`src/rtl/core/fbfp_pkg.sv`:
```
// ----------------------------------------------------------------------------
// fbfp_pkg
// Shared types and codes of the flagged binary frame parser.
// ----------------------------------------------------------------------------
package fbfp_pkg;

    typedef enum logic [3:0] {
        PH_CMD    = 4'd0,
        PH_PARAM  = 4'd1,
        PH_SLEN   = 4'd2,
        PH_SBYTE  = 4'd3,
        PH_ICNT   = 4'd4,
        PH_SCNT   = 4'd5,
        PH_AINT   = 4'd6,
        PH_ASLEN  = 4'd7,
        PH_ASBYTE = 4'd8
    } phase_t;

    localparam logic [3:0] KIND_CMD     = 4'd0;
    localparam logic [3:0] KIND_PARAM   = 4'd1;
    localparam logic [3:0] KIND_SLEN    = 4'd2;
    localparam logic [3:0] KIND_SBYTE   = 4'd3;
    localparam logic [3:0] KIND_ICNT    = 4'd4;
    localparam logic [3:0] KIND_SCNT    = 4'd5;
    localparam logic [3:0] KIND_AINT    = 4'd6;
    localparam logic [3:0] KIND_ASLEN   = 4'd7;
    localparam logic [3:0] KIND_ASBYTE  = 4'd8;

    localparam int FLAG_STR = 0;
    localparam int FLAG_INT = 1;
    localparam int FLAG_EXT = 2;
    localparam int FLAG_ARR = 3;

    localparam int QUEUE_DEPTH = 2;

    // one result travelling from the parser to the output side
    typedef struct packed {
        logic [3:0]  kind;
        logic [31:0] value;
        logic [31:0] index;
        logic        frame_end;
    } result_t;

endpackage

```
`src/rtl/core/fbfp_front.sv`:
```
// ----------------------------------------------------------------------------
// fbfp_front
// Takes one byte per cycle, assembles words and tracks the frame layout.
// ----------------------------------------------------------------------------
module fbfp_front
    import fbfp_pkg::*;
(
    input  logic        aclk,
    input  logic        aresetn,
    input  logic        byte_valid,
    input  logic [7:0]  byte_data,
    output logic        res_valid,
    output result_t     res
);

    phase_t      phase_reg, phase_next;
    logic [1:0]  bpos_reg, bpos_next;
    logic [23:0] shift_reg, shift_next;
    logic [3:0]  flags_reg, flags_next;
    logic [31:0] ints_reg, ints_next;
    logic [31:0] strs_reg, strs_next;
    logic [31:0] bytes_reg, bytes_next;
    logic [31:0] elem_reg, elem_next;
    logic [31:0] boff_reg, boff_next;

    always_comb begin
        logic [31:0] w;
        logic [31:0] bdec;
        logic [31:0] sdec;
        logic [1:0]  pidx;
        w          = {shift_reg, byte_data};
        bdec       = (bytes_reg != 32'd0) ? bytes_reg - 32'd1 : 32'd0;
        sdec       = (strs_reg != 32'd0) ? strs_reg - 32'd1 : 32'd0;
        pidx       = elem_reg[1:0];
        phase_next = phase_reg;
        bpos_next  = bpos_reg;
        shift_next = shift_reg;
        flags_next = flags_reg;
        ints_next  = ints_reg;
        strs_next  = strs_reg;
        bytes_next = bytes_reg;
        elem_next  = elem_reg;
        boff_next  = boff_reg;
        res_valid  = 1'b0;
        res        = '0;
        if (byte_valid) begin
            if (phase_reg == PH_SBYTE || phase_reg == PH_ASBYTE) begin
                res_valid  = 1'b1;
                res.kind   = (phase_reg == PH_SBYTE) ? KIND_SBYTE : KIND_ASBYTE;
                res.value  = {24'd0, byte_data};
                res.index  = boff_reg;
                boff_next  = boff_reg + 32'd1;
                bytes_next = bdec;
                if (bdec == 32'd0) begin
                    boff_next = '0;
                    if (phase_reg == PH_SBYTE || sdec == 32'd0) begin
                        strs_next     = sdec;
                        if (phase_reg == PH_SBYTE) strs_next = strs_reg;
                        res.frame_end = 1'b1;
                        phase_next    = PH_CMD;
                        elem_next     = '0;
                    end else begin
                        strs_next  = sdec;
                        elem_next  = elem_reg + 32'd1;
                        phase_next = PH_ASLEN;
                    end
                end
            end else if (bpos_reg != 2'd3) begin
                shift_next = {shift_reg[15:0], byte_data};
                bpos_next  = bpos_reg + 2'd1;
            end else begin
                bpos_next  = '0;
                shift_next = '0;
                res_valid  = 1'b1;
                res.value  = w;
                case (phase_reg)
                    PH_CMD: begin
                        res.kind   = KIND_CMD;
                        flags_next = w[31:28];
                        elem_next  = '0;
                        boff_next  = '0;
                        if (w[28 + FLAG_ARR]) begin
                            phase_next = PH_ICNT;
                        end else if (w[28 + FLAG_INT]) begin
                            phase_next = PH_PARAM;
                        end else if (w[28 + FLAG_EXT]) begin
                            phase_next = PH_PARAM;
                            elem_next  = 32'd2;
                        end else if (w[28 + FLAG_STR]) begin
                            phase_next = PH_SLEN;
                        end else begin
                            res.frame_end = 1'b1;
                        end
                    end
                    PH_PARAM: begin
                        res.kind  = KIND_PARAM;
                        res.index = {30'd0, pidx};
                        if (pidx == 2'd0 || pidx == 2'd2) begin
                            elem_next = {30'd0, pidx + 2'd1};
                        end else if (pidx == 2'd1 && flags_reg[FLAG_EXT]) begin
                            elem_next = 32'd2;
                        end else begin
                            elem_next = '0;
                            if (flags_reg[FLAG_STR]) begin
                                phase_next = PH_SLEN;
                            end else begin
                                res.frame_end = 1'b1;
                                phase_next    = PH_CMD;
                                boff_next     = '0;
                            end
                        end
                    end
                    PH_SLEN: begin
                        res.kind   = KIND_SLEN;
                        bytes_next = w;
                        boff_next  = '0;
                        if (w == 32'd0) begin
                            res.frame_end = 1'b1;
                            phase_next    = PH_CMD;
                            elem_next     = '0;
                        end else begin
                            phase_next = PH_SBYTE;
                        end
                    end
                    PH_ICNT: begin
                        res.kind   = KIND_ICNT;
                        ints_next  = w;
                        phase_next = PH_SCNT;
                    end
                    PH_SCNT: begin
                        res.kind  = KIND_SCNT;
                        strs_next = w;
                        elem_next = '0;
                        if (ints_reg != 32'd0) begin
                            phase_next = PH_AINT;
                        end else if (w != 32'd0) begin
                            phase_next = PH_ASLEN;
                        end else begin
                            res.frame_end = 1'b1;
                            phase_next    = PH_CMD;
                            boff_next     = '0;
                        end
                    end
                    PH_AINT: begin
                        res.kind  = KIND_AINT;
                        res.index = elem_reg;
                        elem_next = elem_reg + 32'd1;
                        ints_next = (ints_reg != 32'd0) ? ints_reg - 32'd1 : 32'd0;
                        if (ints_reg <= 32'd1) begin
                            if (strs_reg != 32'd0) begin
                                phase_next = PH_ASLEN;
                                elem_next  = '0;
                            end else begin
                                res.frame_end = 1'b1;
                                phase_next    = PH_CMD;
                                elem_next     = '0;
                                boff_next     = '0;
                            end
                        end
                    end
                    PH_ASLEN: begin
                        res.kind   = KIND_ASLEN;
                        res.index  = elem_reg;
                        bytes_next = w;
                        boff_next  = '0;
                        if (w != 32'd0) begin
                            phase_next = PH_ASBYTE;
                        end else begin
                            strs_next = sdec;
                            if (sdec == 32'd0) begin
                                res.frame_end = 1'b1;
                                phase_next    = PH_CMD;
                                elem_next     = '0;
                            end else begin
                                elem_next = elem_reg + 32'd1;
                            end
                        end
                    end
                    default: begin
                        // unused phase code: back to reset state
                        res_valid  = 1'b0;
                        phase_next = PH_CMD;
                        flags_next = '0;
                        ints_next  = '0;
                        strs_next  = '0;
                        bytes_next = '0;
                        elem_next  = '0;
                        boff_next  = '0;
                    end
                endcase
            end
        end
    end

    always_ff @(posedge aclk) begin
        if (!aresetn) begin
            phase_reg <= PH_CMD;
            bpos_reg  <= '0;
            shift_reg <= '0;
            flags_reg <= '0;
            ints_reg  <= '0;
            strs_reg  <= '0;
            bytes_reg <= '0;
            elem_reg  <= '0;
            boff_reg  <= '0;
        end else begin
            phase_reg <= phase_next;
            bpos_reg  <= bpos_next;
            shift_reg <= shift_next;
            flags_reg <= flags_next;
            ints_reg  <= ints_next;
            strs_reg  <= strs_next;
            bytes_reg <= bytes_next;
            elem_reg  <= elem_next;
            boff_reg  <= boff_next;
        end
    end

endmodule

```
`src/rtl/core/fbfp_queue.sv`:
```
// ----------------------------------------------------------------------------
// fbfp_queue
// Two-entry result queue between the parser and the output port.
// ----------------------------------------------------------------------------
module fbfp_queue
    import fbfp_pkg::*;
(
    input  logic    aclk,
    input  logic    aresetn,
    input  logic    wr_en,
    input  result_t wr_data,
    output logic    full,
    output logic    rd_valid,
    output result_t rd_data,
    input  logic    rd_en
);

    result_t    mem_reg [QUEUE_DEPTH];
    logic       wptr_reg, rptr_reg;
    logic [1:0] cnt_reg;

    assign full     = (cnt_reg == 2'(QUEUE_DEPTH));
    assign rd_valid = (cnt_reg != 2'd0);
    assign rd_data  = mem_reg[rptr_reg];

    always_ff @(posedge aclk) begin
        if (wr_en) begin
            mem_reg[wptr_reg] <= wr_data;
        end
    end

    always_ff @(posedge aclk) begin
        if (!aresetn) begin
            wptr_reg <= 1'b0;
            rptr_reg <= 1'b0;
            cnt_reg  <= '0;
        end else begin
            if (wr_en) wptr_reg <= ~wptr_reg;
            if (rd_en) rptr_reg <= ~rptr_reg;
            cnt_reg <= cnt_reg + {1'b0, wr_en} - {1'b0, rd_en};
        end
    end

endmodule

```
`src/rtl/core/flagged_binary_frame_parser_unit.sv`:
```
// ----------------------------------------------------------------------------
// flagged_binary_frame_parser_unit
// Splits a byte stream of flagged binary frames into tagged results.
// ----------------------------------------------------------------------------
// s_axis carries one stream byte per item. m_axis carries one result item
// for each completed 32-bit word or payload byte; bytes inside a word give
// no result. m_axis_tlast marks the result that completes a frame.
// Throughput is one byte per cycle while the result queue is not full. A
// result is worked out by the parser in the same cycle as the byte that
// completes it is accepted, and is registered in the two-entry result
// queue before it appears on m_axis.
// When the receiver stalls, results fill the queue and s_axis_tready drops
// once the queue is full; no byte or result is lost.
// Reset (aresetn low, synchronous) returns the parser to waiting for a
// command word and empties the queue.
// ----------------------------------------------------------------------------
module flagged_binary_frame_parser_unit
    import fbfp_pkg::*;
(
    input  logic        aclk,
    input  logic        aresetn,
    input  logic        s_axis_tvalid,
    output logic        s_axis_tready,
    input  logic [7:0]  s_axis_tdata,   // [7:0] data_byte
    output logic        m_axis_tvalid,
    input  logic        m_axis_tready,
    output logic [63:0] m_axis_tdata,   // [31:0] value, [63:32] index
    output logic [3:0]  m_axis_tuser,   // [3:0] kind
    output logic        m_axis_tlast
);

    logic    in_fire;
    logic    res_valid;
    result_t res;
    logic    q_full;
    result_t q_data;

    // a byte gives at most one result, so a free slot is enough
    assign s_axis_tready = ~q_full;
    assign in_fire       = s_axis_tvalid & s_axis_tready;

    fbfp_front u_front (
        .aclk       (aclk),
        .aresetn    (aresetn),
        .byte_valid (in_fire),
        .byte_data  (s_axis_tdata),
        .res_valid  (res_valid),
        .res        (res)
    );

    fbfp_queue u_queue (
        .aclk     (aclk),
        .aresetn  (aresetn),
        .wr_en    (res_valid),
        .wr_data  (res),
        .full     (q_full),
        .rd_valid (m_axis_tvalid),
        .rd_data  (q_data),
        .rd_en    (m_axis_tvalid & m_axis_tready)
    );

    assign m_axis_tdata = {q_data.index, q_data.value};
    assign m_axis_tuser = q_data.kind;
    assign m_axis_tlast = q_data.frame_end;

endmodule
```
`config.mk`:
```
export PLATFORM = sky130hd
export DESIGN_NAME = flagged_binary_frame_parser_unit
export DESIGN_NICKNAME = d
export VERILOG_FILES = /design/src/rtl/core/fbfp_pkg.sv /design/src/rtl/core/fbfp_front.sv /design/src/rtl/core/fbfp_queue.sv /design/src/rtl/core/flagged_binary_frame_parser_unit.sv
export SDC_FILE = /design/constraint.sdc
export NUM_CORES = 1
export LEC_CHECK = 0
export BUFFER_PORTS_ARGS = -buffer_cell sky130_fd_sc_hd__buf_2
export CAP_MARGIN = 30
export CORE_ASPECT_RATIO = 1.2
export CORE_MARGIN = 3
export CORE_UTILIZATION = 48
export CTS_CLUSTER_DIAMETER = 150
export DETAILED_ROUTE_END_ITERATION = 7
export SLEW_MARGIN = 10
export SYNTH_ARGS = -nofsm -noshare
export SYNTH_HDL_FRONTEND = slang
export SYNTH_HIERARCHICAL = 1
export SYNTH_SLANG_ARGS = --single-unit
```
`constraint.sdc`:
```
create_clock -name aclk -period 9.7 [get_ports aclk]
set_input_delay 1.94 -clock aclk [delete_from_list [all_inputs] [get_ports aclk]]
set_output_delay 1.94 -clock aclk [all_outputs]
set_load 0.1 [all_outputs]
```
==> metrics.txt <==
# TYPE chip_impl_metric gauge
chip_impl_info{name="run_status",value="complete, no violations"} 1
chip_impl_metric{name="drive_above_1_share",unit="%"} 14.0
chip_impl_metric{name="via_count_of_the_first_global_routing_pass",unit=""} 14300
chip_impl_metric{name="final_hold_viol_count",unit=""} 0
chip_impl_metric{name="die-height",unit="um"} 215
chip_impl_info{name="crit_path_start",value="s_axis_tdata[5]"} 1
chip_impl_metric{name="wirelength",unit="um"} 50500
chip_impl_metric{name="rrSetupSlack",unit="ps"} 5280
chip_impl_info{name="critical-path-top-delay-family",value="simple AND/OR/NAND/NOR gates"} 1
chip_impl_metric{name="hpwl",unit="um"} 34600
chip_impl_metric{name="cts-buffers-inserted",unit=""} 36
chip_impl_metric{name="cts.sinks",unit=""} 335
chip_impl_metric{name="detail_route.wl_per_cell",unit="um"} 20.7
chip_impl_metric{name="vdd_drop_max",unit="uV"} 151
chip_impl_metric{name="ys_ff_latch",unit=""} 335
chip_impl_metric{name="drc_errors",unit=""} 0
chip_impl_metric{name="post_layout_minimum_cycle_time",unit="ps"} 4900
chip_impl_info{name="worst_r2r_endpoint",value="u_front/boff_reg[7]"} 1
chip_impl_metric{name="synth_sequential_area_ratio",unit="%"} 46.2
chip_impl_metric{name="required",unit="ps"} 10100
chip_impl_metric{name="slowest_delay",unit="ps"} 680
chip_impl_metric{name="port-buffer-count",unit=""} 82
chip_impl_metric{name="timing.critical_path.depth",unit=""} 10
chip_impl_metric{name="worst_slew_pin_slew",unit="ps"} 1020
chip_impl_metric{name="ctsHtreeMaxLevel",unit=""} 2
chip_impl_metric{name="final_min_period_over_clock_period",unit="%"} 50.5
chip_impl_info{name="critical_path.endpoint",value="u_front/boff_reg[7]"} 1
chip_impl_metric{name="cts_hold_repair.buffers",unit=""} 0
chip_impl_metric{name="syn_area_per_cell",unit="um^2"} 9.11
chip_impl_metric{name="design.final.nets",unit=""} 1971
chip_impl_info{name="crit_path_top_delay_cell",value="sky130_fd_sc_hd__nor3_1"} 1
chip_impl_metric{name="initial_core_util",unit="%"} 48.8
chip_impl_metric{name="yosysUniqueCellTypes",unit=""} 80
chip_impl_metric{name="io-pin-count",unit=""} 83
chip_impl_metric{name="core.rowCount",unit=""} 76
chip_impl_info{name="hold_path_class",value="register to register"} 1
chip_impl_metric{name="grt_max_degree",unit=""} 83
chip_impl_metric{name="power.clock.fraction",unit="%"} 36.8
chip_impl_metric{name="via_per_inst",unit=""} 6.14
chip_impl_metric{name="ys.warnings.count",unit=""} 6
chip_impl_info{name="cts_tree",value="yes"} 1
chip_impl_metric{name="clockBufferDepth",unit=""} 3
chip_impl_info{name="worst-setup-path-type",value="input pin to register"} 1
chip_impl_metric{name="power.density",unit="nW/um^2"} 201
chip_impl_metric{name="rr_worst_depth",unit=""} 10
chip_impl_metric{name="detailroute.via_count",unit=""} 15000
chip_impl_metric{name="netSwitchingFraction",unit="%"} 34.8
chip_impl_info{name="synth_ff_type",value="sky130_fd_sc_hd__dfxtp_1"} 1
chip_impl_metric{name="ctsResizeCount",unit=""} 0
chip_impl_info{name="synth_area_leader_cell",value="sky130_fd_sc_hd__edfxtp_1"} 1
chip_impl_info{name="end_kind",value="register"} 1
chip_impl_metric{name="postSynthNetCount",unit=""} 1949
chip_impl_metric{name="cp_max_fo",unit=""} 12
chip_impl_metric{name="clock.fmax",unit="GHz"} 0.204
chip_impl_metric{name="synth_largest_type_area_fraction",unit="%"} 23.6
chip_impl_metric{name="globalRouteTotalUtil",unit="%"} 25.4
chip_impl_metric{name="gp_routability_congestion",unit=""} 0.908
chip_impl_info{name="critPathLaunchType",value="input pin"} 1
chip_impl_metric{name="synth_enable_flop_cells",unit=""} 138
chip_impl_info{name="rsz0062_at_grt",value="false"} 1
chip_impl_metric{name="first_pass_grt_wire_length",unit="um"} 80100
chip_impl_metric{name="cp.buffers_inverters",unit=""} 1
chip_impl_metric{name="critical_path_arrival",unit="ps"} 5290
chip_impl_metric{name="design.die.area",unit="um^2"} 38800
chip_impl_metric{name="final_max_tran_viols",unit=""} 0
chip_impl_metric{name="cap_violations",unit=""} 0
chip_impl_metric{name="fin_worst_skew",unit="ps"} 16.2
chip_impl_metric{name="detail-route-antenna-nets",unit=""} 0
chip_impl_info{name="rr_startpoint",value="u_front/phase_reg[3]"} 1
chip_impl_metric{name="die-width",unit="um"} 180
chip_impl_metric{name="worstSkewPairLatency",unit="ps"} 540
chip_impl_metric{name="fin_tns_setup",unit="ps"} 0
chip_impl_metric{name="flip_flop_count_of_the_largest_register_after_layout",unit=""} 138
chip_impl_metric{name="slew-limit-headroom",unit="%"} 31.7
chip_impl_metric{name="worst_setup_hold_path_clk_slew",unit="ps"} 60
chip_impl_info{name="cts_root_buffer",value="sky130_fd_sc_hd__clkbuf_16"} 1
chip_impl_metric{name="post_synth_instance_area",unit="um^2"} 17500
chip_impl_metric{name="count_of_antenna_diodes_in_the_layout",unit=""} 0
chip_impl_metric{name="setup_failing_eps_final",unit=""} 0
chip_impl_metric{name="detail_route.iter0.violations",unit=""} 1275
chip_impl_metric{name="static-leakage-power",unit="nW"} 7.04
chip_impl_metric{name="power",unit="W"} 0.00395
chip_impl_metric{name="filler_cell_count",unit=""} 3281
chip_impl_metric{name="ys_async_sr_fraction",unit="%"} 0
chip_impl_metric{name="total_switching_power",unit="W"} 0.00137
chip_impl_metric{name="antenna_found_initial",unit=""} 0
chip_impl_metric{name="p_comb_share",unit="%"} 24.2
chip_impl_metric{name="sequential_power_share",unit="%"} 39.0
chip_impl_info{name="path_cells",value="buf_2 > nor4_1 > nand4_1 > nor3_1 > a31oi_1 > nor4_2 > and3_1 > nand3_1 > xor2_1 > nor2_1"} 1
chip_impl_metric{name="layout-area-overhead-vs-synth",unit="%"} 12.2
chip_impl_metric{name="core_region_area",unit="um^2"} 35900
chip_impl_metric{name="post_syn_instances",unit=""} 1924
chip_impl_metric{name="cell_internal_pwr",unit="W"} 0.00258
chip_impl_metric{name="post_cts_buffers",unit=""} 0
chip_impl_info{name="synth.area.top_cells",value="sky130_fd_sc_hd__edfxtp_1 24%, sky130_fd_sc_hd__dfxtp_1 23%, sky130_fd_sc_hd__nor2_1 4.9%"} 1
chip_impl_metric{name="drt-pass1-iter-count",unit=""} 7
chip_impl_metric{name="grt_overflow_total",unit=""} 0
## layout make-up
type | instances | area, um^2 | share of cell area, %
Timing Repair Buffer | 113 | 731 | 3.72
Sequential cell | 335 | 8090 | 41.2
Clock inverter | 20 | 255 | 1.30
Tap cell | 468 | 586 | 2.98
Multi-Input combinational cell | 1420 | 8840 | 45.0
Inverter | 40 | 151 | 0.770
Clock buffer | 45 | 1010 | 5.12
## power groups by stage
stage / clock network (W) / registers [W] / logic (W)
2_1_floorplan: 0 / 0.00153 / 0.000851
4_1_cts: 0.00149 / 0.00154 / 0.000960
3_5_place_dp: 0 / 0.00157 / 0.000959
6_report: 0.00145 / 0.00154 / 0.000954
5_1_grt: 0.00154 / 0.00154 / 0.000994
3_3_place_gp: 0 / 0.00162 / 0.000902
## cell usage after synthesis, drive strengths merged (7+ instances only)
master / n
and4: 8
o31ai: 34
edfxtp: 138
inv: 39
a211oi: 23
clkbuf: 95
ha: 13
buf: 34
and2: 29
o21ai: 97
a221oi: 11
nand3: 34
a22o: 9
o41ai: 11
a31oi: 9
dfxtp: 197
or4: 24
nor3b: 26
or3: 22
nand3b: 9
or2: 7
a21oi: 127
a32o: 7
nor2b: 45
nor3: 66
a22oi: 67
nor2: 229
nor4: 42
nand4: 35
and3: 36
mux2: 70
o211ai: 10
nand2: 168
xor2: 40
o21a: 7
xnor2: 36
## per-stage QoR
stage          instances  cell area [um^2]  worst slack (ps)  utilization (%)  hold slack [ps]
2_1_floorplan       1924             17500              3480                -              443
3_3_place_gp        2366             18200              4230             50.7              455
3_5_place_dp        2373             18300              4410             51.0              464
4_1_cts             2438             19600              4910             54.5              470
5_1_grt             2441             19700              4510             54.7              505
6_report            2441             19700              4800             54.7              473
## worst min path at each step
stage / startpoint / to / slack [ps] / cells after the start
finish: u_front/ints_reg[7] / u_front/ints_reg[7] / 470 / 2
global route: u_front/flags_reg[2] / u_front/flags_reg[2] / 500 / 2
CTS: u_front/ints_reg[7] / u_front/ints_reg[7] / 470 / 2
detailed placement: u_front/ints_reg[7] / u_front/ints_reg[7] / 460 / 2
global placement: u_front/ints_reg[7] / u_front/ints_reg[7] / 450 / 2
floorplan: u_front/ints_reg[7] / u_front/ints_reg[7] / 440 / 2
## cell families (layout without fill, tap and decap cells)
kind of cell | count (synthesis) | count (layout) | share of synthesized area (%)
AO/OA/AOI/OAI | 457 | 457 | 16.9
adder cells (fa/ha/maj) | 13 | 13 | 0.928
buffers and inverters | 169 | 218 | 3.91
multiplexers | 73 | 73 | 4.88
XOR/XNOR | 77 | 77 | 3.93
flip-flops | 335 | 335 | 46.2
AND/OR/NAND/NOR | 800 | 800 | 23.3
## layout by cell type (no fill, tap or decap), types with 10 or more instances in the layout
| cell type | netlist | layout |
|---|---|---|
| sky130_fd_sc_hd__mux2_2 | 60 | 60 |
| sky130_fd_sc_hd__nor3b_1 | 26 | 26 |
| sky130_fd_sc_hd__xnor2_1 | 36 | 36 |
| sky130_fd_sc_hd__and2_1 | 29 | 28 |
| sky130_fd_sc_hd__nand4_1 | 35 | 35 |
| sky130_fd_sc_hd__xor2_1 | 40 | 40 |
| sky130_fd_sc_hd__or4_1 | 24 | 24 |
| sky130_fd_sc_hd__nand3_1 | 34 | 34 |
| sky130_fd_sc_hd__and3_1 | 36 | 36 |
| sky130_fd_sc_hd__a21oi_1 | 126 | 123 |
| sky130_fd_sc_hd__buf_2 | 14 | 83 |
| sky130_fd_sc_hd__o21ai_0 | 96 | 96 |
| sky130_fd_sc_hd__ha_1 | 13 | 13 |
| sky130_fd_sc_hd__a211oi_1 | 23 | 23 |
| sky130_fd_sc_hd__or3_1 | 22 | 22 |
| sky130_fd_sc_hd__nor3_1 | 64 | 63 |
| sky130_fd_sc_hd__nand2_1 | 168 | 168 |
| sky130_fd_sc_hd__nor2_1 | 229 | 227 |
| sky130_fd_sc_hd__dfxtp_1 | 197 | 196 |
| sky130_fd_sc_hd__clkbuf_16 | 0 | 37 |
| sky130_fd_sc_hd__a221oi_1 | 11 | 11 |
| sky130_fd_sc_hd__a22oi_1 | 67 | 67 |
| sky130_fd_sc_hd__nor2b_1 | 45 | 43 |
| sky130_fd_sc_hd__nor4_1 | 39 | 39 |
| sky130_fd_sc_hd__mux2_4 | 10 | 10 |
| sky130_fd_sc_hd__edfxtp_1 | 138 | 138 |
| sky130_fd_sc_hd__o31ai_1 | 34 | 31 |
| sky130_fd_sc_hd__inv_1 | 39 | 39 |
| sky130_fd_sc_hd__o211ai_1 | 10 | 10 |
| sky130_fd_sc_hd__buf_4 | 0 | 22 |
| sky130_fd_sc_hd__o41ai_1 | 11 | 11 |
## layer usage
layer / vias up / global-route usage (%) / routed length [um]
li1: 7143 / - / -
met1: 7285 / 32.7 / 21200
met2: 440 / 43.5 / 25100
met3: 111 / 3.20 / 2310
met4: 0 / 9.98 / 1940
met5: - / 0 / 0
## tightest hold or removal path: cells and delay by family (launching register included)
| kind | cells | cell delay, ps |
|---|---|---|
| compound gates | 1 | 50 |
| flops | 1 | 320 |
| simple gates | 1 | 50 |
Note: power is estimated with default switching activity, not from simulation.
